--- src/hdl/command_frame_parser_assert.svh ---
// Assertion macros shared by the frame parser modules.
// Every macro expects clk_i and rst_ni in scope.
`ifndef COMMAND_FRAME_PARSER_ASSERT_SVH
`define COMMAND_FRAME_PARSER_ASSERT_SVH

// Same-cycle implication
`define CFP_ASSERT_IMP(label, ante, cons, msg) \
  label: assert property (@(posedge clk_i) disable iff (!rst_ni) (ante) |-> (cons)) \
    else $error(msg);

// Next-cycle implication
`define CFP_ASSERT_NXT(label, ante, cons, msg) \
  label: assert property (@(posedge clk_i) disable iff (!rst_ni) (ante) |=> (cons)) \
    else $error(msg);

`endif

--- src/hdl/cfp_pkg.sv ---
`timescale 1ns / 1ps
`default_nettype none

package cfp_pkg;

  localparam int unsigned BYTE_W     = 8;
  localparam int unsigned CODE_W     = 2;
  localparam int unsigned TRACK_W    = 7;
  localparam int unsigned CFG_IDX_W  = 3;
  localparam int unsigned CFG_DATA_W = 8;

  // Register indexes on the configuration port
  localparam logic [CFG_IDX_W-1:0] REG_HEADER    = 3'd0;
  localparam logic [CFG_IDX_W-1:0] REG_TAIL      = 3'd1;
  localparam logic [CFG_IDX_W-1:0] REG_DOWNSTRM  = 3'd2;
  localparam logic [CFG_IDX_W-1:0] REG_REMOTE    = 3'd3;
  localparam logic [CFG_IDX_W-1:0] REG_OWN_FUNC  = 3'd4;
  localparam logic [CFG_IDX_W-1:0] REG_OWN_DEV   = 3'd5;
  localparam logic [CFG_IDX_W-1:0] REG_OWN_TRACK = 3'd6;
  localparam logic [CFG_IDX_W-1:0] REG_CMD_LIMIT = 3'd7;

  // Special byte values
  localparam logic [BYTE_W-1:0] CHECK_WILDCARD = 8'hFF;
  localparam logic [BYTE_W-1:0] BROADCAST      = 8'h00;
  localparam logic [CODE_W-1:0] CODE_BCAST     = 2'd0;

  typedef struct packed {
    logic [BYTE_W-1:0]  header_value;
    logic [BYTE_W-1:0]  tail_value;
    logic [CODE_W-1:0]  downstream_code;
    logic [CODE_W-1:0]  remote_code;
    logic [CODE_W-1:0]  own_function_code;
    logic [CODE_W-1:0]  own_device;
    logic [TRACK_W-1:0] own_track;
    logic [BYTE_W-1:0]  command_limit;
  } cfg_t;

endpackage

`default_nettype wire

--- src/hdl/command_frame_parser.sv ---
// Channel   Dir  Handshake              Payload
// ------    ---  ---------------------  ------------------------------
// input     in   in_valid_i/in_stall_o  rx_byte_i
// output    out  out_valid_o/out_stall_i frame_ok_o, command_byte_o
// config    in   cfg_we_i               cfg_index_i, cfg_data_i
//
// One byte per cycle unless the input stalls; a taken byte goes into the
// input register, then through the parse logic into the result register.
// Reset sets the frame state to hunting and zeroes valid flags and config.
// A stalled output holds its beat; the input stalls only when the input
// register holds a beat and the result register is full and stalled.
`timescale 1ns / 1ps
`default_nettype none

module command_frame_parser
  import cfp_pkg::*;
(
  input  wire logic                  clk_i,
  input  wire logic                  rst_ni,
  input  wire logic                  in_valid_i,
  output logic                       in_stall_o,
  input  wire logic [BYTE_W-1:0]     rx_byte_i,
  output logic                       out_valid_o,
  input  wire logic                  out_stall_i,
  output logic                       frame_ok_o,
  output logic [BYTE_W-1:0]          command_byte_o,
  input  wire logic                  cfg_we_i,
  input  wire logic [CFG_IDX_W-1:0]  cfg_index_i,
  input  wire logic [CFG_DATA_W-1:0] cfg_data_i
);

  cfg_t              cfg;
  logic              s1_valid_q, s1_valid_d;
  logic [BYTE_W-1:0] s1_byte_q;
  logic              out_valid_q, out_valid_d;
  logic              ok_q;
  logic [BYTE_W-1:0] cmd_q;
  logic              out_free;
  logic              s1_move;
  logic              in_take;
  logic              ok_c;
  logic [BYTE_W-1:0] cmd_c;

  cfp_cfg_regs u_cfg (
    .clk_i       (clk_i),
    .rst_ni      (rst_ni),
    .cfg_we_i    (cfg_we_i),
    .cfg_index_i (cfg_index_i),
    .cfg_data_i  (cfg_data_i),
    .cfg_o       (cfg)
  );

  // Beat flow between the two register stages
  assign out_free   = !out_valid_q || !out_stall_i;
  assign s1_move    = s1_valid_q && out_free;
  assign in_stall_o = s1_valid_q && !out_free;
  assign in_take    = in_valid_i && !in_stall_o;

  assign s1_valid_d  = in_take || (s1_valid_q && !s1_move);
  assign out_valid_d = s1_move || (out_valid_q && out_stall_i);

  cfp_frame_fsm u_fsm (
    .clk_i          (clk_i),
    .rst_ni         (rst_ni),
    .fire_i         (s1_move),
    .byte_i         (s1_byte_q),
    .cfg_i          (cfg),
    .frame_ok_o     (ok_c),
    .command_byte_o (cmd_c)
  );

  always_ff @(posedge clk_i or negedge rst_ni) begin
    if (!rst_ni) begin
      s1_valid_q  <= 1'b0;
      out_valid_q <= 1'b0;
    end else begin
      s1_valid_q  <= s1_valid_d;
      out_valid_q <= out_valid_d;
    end
  end

  // Payload registers
  always_ff @(posedge clk_i) begin
    if (in_take) begin
      s1_byte_q <= rx_byte_i;
    end
    if (s1_move) begin
      ok_q  <= ok_c;
      cmd_q <= cmd_c;
    end
  end

  assign out_valid_o    = out_valid_q;
  assign frame_ok_o     = ok_q;
  assign command_byte_o = cmd_q;

`include "command_frame_parser_assert.svh"

  `CFP_ASSERT_IMP(a_stall_when_full, in_stall_o, s1_valid_q && out_valid_q, "input stalled with room to spare")
  `CFP_ASSERT_NXT(a_move_fills_out, s1_move, out_valid_q, "moved beat missing from result register")
  `CFP_ASSERT_IMP(a_cmd_zero_no_frame, out_valid_q && !ok_q, cmd_q == BROADCAST, "command byte set without a frame")

endmodule

`default_nettype wire

--- src/hdl/cfp_cfg_regs.sv ---
`timescale 1ns / 1ps
`default_nettype none

module cfp_cfg_regs
  import cfp_pkg::*;
(
  input  wire logic                  clk_i,
  input  wire logic                  rst_ni,
  input  wire logic                  cfg_we_i,
  input  wire logic [CFG_IDX_W-1:0]  cfg_index_i,
  input  wire logic [CFG_DATA_W-1:0] cfg_data_i,
  output cfg_t                       cfg_o
);

  cfg_t cfg_q, cfg_d;

  // Register write decode
  always_comb begin
    cfg_d = cfg_q;
    if (cfg_we_i) begin
      case (cfg_index_i)
        REG_HEADER:    cfg_d.header_value      = cfg_data_i;
        REG_TAIL:      cfg_d.tail_value        = cfg_data_i;
        REG_DOWNSTRM:  cfg_d.downstream_code   = cfg_data_i[CODE_W-1:0];
        REG_REMOTE:    cfg_d.remote_code       = cfg_data_i[CODE_W-1:0];
        REG_OWN_FUNC:  cfg_d.own_function_code = cfg_data_i[CODE_W-1:0];
        REG_OWN_DEV:   cfg_d.own_device        = cfg_data_i[CODE_W-1:0];
        REG_OWN_TRACK: cfg_d.own_track         = cfg_data_i[TRACK_W-1:0];
        REG_CMD_LIMIT: cfg_d.command_limit     = cfg_data_i;
        default:       cfg_d = cfg_q;
      endcase
    end
  end

  always_ff @(posedge clk_i or negedge rst_ni) begin
    if (!rst_ni) begin
      cfg_q <= '0;
    end else begin
      cfg_q <= cfg_d;
    end
  end

  assign cfg_o = cfg_q;

endmodule

`default_nettype wire

--- src/hdl/cfp_frame_fsm.sv ---
`timescale 1ns / 1ps
`default_nettype none

module cfp_frame_fsm
  import cfp_pkg::*;
(
  input  wire logic              clk_i,
  input  wire logic              rst_ni,
  input  wire logic              fire_i,
  input  wire logic [BYTE_W-1:0] byte_i,
  input  cfg_t                   cfg_i,
  output logic                   frame_ok_o,
  output logic [BYTE_W-1:0]      command_byte_o
);

  // Frame positions
  localparam logic [2:0] POS_HUNT  = 3'd0;
  localparam logic [2:0] POS_ADDR  = 3'd1;
  localparam logic [2:0] POS_TRACK = 3'd2;
  localparam logic [2:0] POS_CMD   = 3'd3;
  localparam logic [2:0] POS_FREE0 = 3'd4;
  localparam logic [2:0] POS_FREE1 = 3'd5;
  localparam logic [2:0] POS_TAIL  = 3'd6;
  localparam logic [2:0] POS_CHECK = 3'd7;

  logic [2:0]        pos_q, pos_d;
  logic [BYTE_W-1:0] xor_q, xor_d;
  logic [BYTE_W-1:0] held_q, held_d;
  logic              addr_match;
  logic              track_match;
  logic [CODE_W-1:0] f_dir, f_fn, f_ctl, f_dev;

  // Address byte fields, high to low: direction, function, control, device
  assign f_dir = byte_i[7:6];
  assign f_fn  = byte_i[5:4];
  assign f_ctl = byte_i[3:2];
  assign f_dev = byte_i[1:0];

  assign addr_match = (f_dir == cfg_i.downstream_code)
                   && ((f_fn == cfg_i.own_function_code) || (f_fn == CODE_BCAST))
                   && (f_ctl == cfg_i.remote_code)
                   && ((f_dev == cfg_i.own_device) || (f_dev == CODE_BCAST));

  // Bit 7 set never matches the 7-bit track
  assign track_match = (byte_i == {1'b0, cfg_i.own_track}) || (byte_i == BROADCAST);

  // Next position, checksum and result
  always_comb begin
    pos_d          = pos_q;
    xor_d          = xor_q ^ byte_i;
    held_d         = held_q;
    frame_ok_o     = 1'b0;
    command_byte_o = '0;
    case (pos_q)
      POS_HUNT: begin
        xor_d = xor_q;
        if (byte_i == cfg_i.header_value) begin
          xor_d = byte_i;
          pos_d = POS_ADDR;
        end
      end
      POS_ADDR:  pos_d = addr_match ? POS_TRACK : POS_HUNT;
      POS_TRACK: pos_d = track_match ? POS_CMD : POS_HUNT;
      POS_CMD: begin
        if (byte_i < cfg_i.command_limit) begin
          held_d = byte_i;
          pos_d  = POS_FREE0;
        end else begin
          pos_d = POS_HUNT;
        end
      end
      POS_FREE0: pos_d = POS_FREE1;
      POS_FREE1: pos_d = POS_TAIL;
      POS_TAIL:  pos_d = (byte_i == cfg_i.tail_value) ? POS_CHECK : POS_HUNT;
      POS_CHECK: begin
        xor_d = xor_q;
        pos_d = POS_HUNT;
        if ((byte_i == xor_q) || (byte_i == CHECK_WILDCARD)) begin
          frame_ok_o     = 1'b1;
          command_byte_o = held_q;
        end
      end
      default: pos_d = POS_HUNT;
    endcase
  end

  always_ff @(posedge clk_i or negedge rst_ni) begin
    if (!rst_ni) begin
      pos_q <= POS_HUNT;
      xor_q <= '0;
    end else if (fire_i) begin
      pos_q <= pos_d;
      xor_q <= xor_d;
    end
  end

  // Command hold: always written before it is read
  always_ff @(posedge clk_i) begin
    if (fire_i) begin
      held_q <= held_d;
    end
  end

`include "command_frame_parser_assert.svh"

  `CFP_ASSERT_NXT(a_check_rehunts, fire_i && (pos_q == POS_CHECK), pos_q == POS_HUNT, "checksum beat did not return to hunt")
  `CFP_ASSERT_IMP(a_ok_only_at_check, frame_ok_o, pos_q == POS_CHECK, "frame flagged outside checksum position")

endmodule

`default_nettype wire

--- config.mk ---
export PLATFORM = sky130hd
export DESIGN_NAME = command_frame_parser
export DESIGN_NICKNAME = d
export VERILOG_FILES = /design/src/hdl/cfp_pkg.sv /design/src/hdl/command_frame_parser.sv /design/src/hdl/cfp_cfg_regs.sv /design/src/hdl/cfp_frame_fsm.sv
export VERILOG_INCLUDE_DIRS = /design/src /design/src/hdl
export SDC_FILE = /design/constraint.sdc
export NUM_CORES = 1
export LEC_CHECK = 0
export BUFFER_PORTS_ARGS = -buffer_cell sky130_fd_sc_hd__buf_2
export CAP_MARGIN = 20
export CELL_PAD_IN_SITES_DETAIL_PLACEMENT = 1
export CELL_PAD_IN_SITES_GLOBAL_PLACEMENT = 1
export CORE_MARGIN = 2
export CORE_UTILIZATION = 35
export DETAILED_ROUTE_END_ITERATION = 10
export HOLD_SLACK_MARGIN = 0.15
export PLACE_DENSITY_LB_ADDON = 0.1
export SLEW_MARGIN = 20
export SYNTH_ARGS = -nofsm -noshare
export SYNTH_HDL_FRONTEND = slang
export SYNTH_SLANG_ARGS = --single-unit
--- constraint.sdc ---
create_clock -name clk_i -period 2.2 [get_ports clk_i]
set_input_delay 0.33 -clock clk_i [delete_from_list [all_inputs] [get_ports clk_i]]
set_output_delay 0.33 -clock clk_i [all_outputs]
set_load 0.1 [all_outputs]
==> key figures <==
Run status
  • Status: finished clean

STA
  • Setup TNS: 0 ns
  • Fin. Hold Viols: 0
  • Hold_ws: 0.174 ns
  • Setup WS post-layout: 0.181 ns
  • Least-Margin Pin Slew: 0.559 ns
  • Final clock skew: 0.00957 ns
  • Fmax: 0.495 GHz
  • Slew headroom: 62.7%
  • Period utilization: 91.8%
  • Final Max Tran Viols: 0
  • Crit path time final: just over 2 ns
  • Setup repair after global routing missed its margin: false
  • Endpoints failing setup: 0

GRT
  • Overall routing resource usage: between 15 and 20%
  • GRT overflow: 0
  • Routing usage on met3: between 3 and 4%
  • Number of global-route vias before repair: ~2.7k
  • Wire length of the first global-routing pass: between 15 and 20 mm
  • Initial antenna violation count: 0
  • Largest net degree at the start of global routing: 22
  • Most Crowded Layer GR: met2
  • Met2 Usage GRT: 28.4%
  • GR Util met1: 23.3%

Route
  • Initial DRC Count: 79
  • Post-Route WL: around 9 mm
  • Total number of vias: 2544
  • Vias per Instance: approximately 5
  • WL per Instance: 18.0 um
  • TritonRoute pass-1 iters: 4
  • DRC: 0
  • Antenna-violating nets left: 0

Layout
  • N_diodes: 0
  • Share of cells above drive strength 1: 31.0%
  • Layout area overhead: 18.1%
  • Post-route design area: 0.00451 mm2
  • Most frequent cells in the layout: dfrtp_1 (52), mux2_2 (37), buf_2 (34), edfxtp_1 (25), xor2_1 (22)
  • # nets final: between 300 and 400
  • Most common cell after layout, fill and taps aside: dfrtp_1

Worst setup path
  • Worst Path Required: 2.27 ns
  • FF-to-FF path depth: 6
  • Arrival @ worst endpoint: 2.09 ns
  • Class of the most critical setup path: reg2reg
  • Reg-to-Reg Start: s1_byte_q[5]
  • Worst-path maximum fanout: 8
  • Worst r2r dst: u_fsm.held_q[2]
  • CP Launch Type: flip-flop
  • R2r setup slk: between 0.15 and 0.2 ns
  • Worst setup EP type: flip-flop

Clock tree
  • Worst-case clock buffer depth: 2
  • Hold buffer count at CTS: 7
  • Worst-skew pair later-pin latency: 0.36 ns
  • Post-CTS setup buffers: 0
  • Clock Pin Slew Worst Setup and Hold Paths: 0.08 ns
  • Clk root buf: clkbuf_8
  • CTS tree: yes
  • Post-CTS sizing: 0
  • Num CTS Buffers: 9
  • H-tree depth: 3
  • # clock sinks: 77

Placement
  • Hpwl dp: ~6.6 mm
  • DP Area: ~0.0042 mm2
  • Worst slack, placed: 0.181 ns
  • Final GP Congestion: about 0.7
  • Port Buffers: 34

Min path
  • Hold path start: in_valid_i
  • Worst Hold Depth: 2
  • Worst hold path endpoint: s1_valid_q
  • Worst min path class: in2reg

Floorplanning
  • Row count: 38
  • Die H: 108 um
  • Starting Density: 35.5%
  • I/O Pins: 35
  • Die area: 0.0118 mm2
  • Die width: around 110 um
  • Placeable Area: 0.0107 mm2

Yosys
  • Ys flop type: dfrtp_1
  • Syn Std Cell Area: 0.00382 mm2
  • Number of synthesized flops with an enable pin: 25
  • Seq cells post-synth: 77
  • Library cells used by synthesis: 43
  • Mean Syn Cell Area: 12.5 um2
  • Cell count after synthesis: 306
  • Async SR Flop Fraction: 67.5%
  • Mapped Nets: 337
  • Sequential cell area fraction in the yosys report: 53.7%
  • Ys Warns: 0

Power and ir drop
  • Pleak: 1.86 nW
  • Worst ir drop on vdd: 0.000337 V
  • Pwr/cell area: between 900 and 1000 mW/mm2
  • PnR Total Power: 4.07 mW

Run
  • Max-Cap Viols: 0
## critical path, cell delays in order, from the launching register on
cell      delay (ns)
edfxtp_1        0.41
ha_1            0.22
or4_1           0.53
a21oi_1         0.14
o21ai_0         0.12
nor2_1          0.14
buf_4           0.18
## cells by family (layout without fill, tap and decap cells)
| family | after synthesis | in the layout | synth area share (%) |
|---|---|---|---|
| flops | 77 | 77 | 53.7 |
| xor+xnor | 35 | 35 | 8.22 |
| buf+inv | 28 | 93 | 4.09 |
| fa+ha+maj | 7 | 7 | 2.29 |
| compound gates | 32 | 32 | 5.80 |
| simple gates | 90 | 90 | 15.0 |
| mux | 37 | 37 | 10.9 |
## worst max-delay path by stage
stage,start,to,slack (ns)
4_1_cts,s1_byte_q[5],u_fsm.held_q[2],0.16
3_3_place_gp,s1_byte_q[6],u_fsm.held_q[1],0.24
6_report,s1_byte_q[5],u_fsm.held_q[2],0.18
5_1_grt,s1_byte_q[6],u_fsm.held_q[2],0.02
2_1_floorplan,out_valid_o,u_fsm.xor_q[4],0.08
3_5_place_dp,s1_byte_q[5],u_fsm.held_q[0],0.18
## registers in the layout, indices dropped and copies added, names as in the netlist
register	count
command_byte_o	8
frame_ok_o	1
out_valid_o	1
s1_byte_q	8
s1_valid_q	1
u_cfg.cfg_o	39
u_fsm.held_q	8
u_fsm.pos_q	3
u_fsm.xor_q	8
## report_power, final
group / internal, mW / total [mW] / switching [mW]
combinational: 0.477 / 1.04 / 0.559
sequential: 1.74 / 1.95 / 0.206
clock: 0.530 / 1.09 / 0.561
total: 2.75 / 4.07 / 1.33
## synth_stat cells, types with 2 or more instances
| library cell | count | share of area (%) |
|---|---|---|
| inv_1 | 14 | 1.4 |
| buf_6 | 5 | 1.5 |
| nor2b_1 | 2 | 0.33 |
| nor4_1 | 5 | 0.82 |
| a21oi_1 | 7 | 0.92 |
| clkbuf_1 | 2 | 0.20 |
| o22ai_1 | 2 | 0.33 |
| mux2_2 | 37 | 11 |
| a2111oi_0 | 2 | 0.46 |
| buf_2 | 5 | 0.65 |
| or4_1 | 2 | 0.39 |
| nand4_1 | 5 | 0.82 |
| nand4b_1 | 9 | 2.1 |
| nor4_4 | 2 | 1.1 |
| o21ai_0 | 8 | 1.0 |
| nor3_2 | 2 | 0.52 |
| dfrtp_1 | 52 | 34 |
| nand3b_1 | 6 | 1.2 |
| and2_1 | 10 | 1.6 |
| nand2b_1 | 4 | 0.65 |
| a21o_1 | 3 | 0.59 |
| nor3_1 | 2 | 0.26 |
| nor2_1 | 7 | 0.69 |
| buf_4 | 2 | 0.39 |
| ha_1 | 7 | 2.3 |
| nand2_1 | 12 | 1.2 |
| xor2_1 | 22 | 5.0 |
| xnor2_1 | 12 | 2.8 |
| nor3b_1 | 2 | 0.39 |
| nand3_1 | 17 | 2.2 |
| a32oi_1 | 3 | 0.69 |
| edfxtp_1 | 25 | 20 |
## area by class of cell
cell class	count	area (um2)
well taps	140	175
clock inverters	7	73.8
flip-flops and latches	77	2050
multi-input cells	201	1610
fillers	1193	6230
repair buffers	63	423
inverters	14	52.6
clock buffers	9	124
## stage by stage
step,utilization (%),std cells
after floorplan,-,306
after global placement,39.3,486
after detailed placement,39.3,486
after CTS,41.8,509
after global routing,42.0,511
final,42.0,511
## routing by layer
layer  up-vias  wire (um)
li1       1227          -
met1      1281       4380
met2        32       4520
met3         4        227
met4         0         60
met5         -          0
Note: power is estimated with default switching activity, not from simulation.
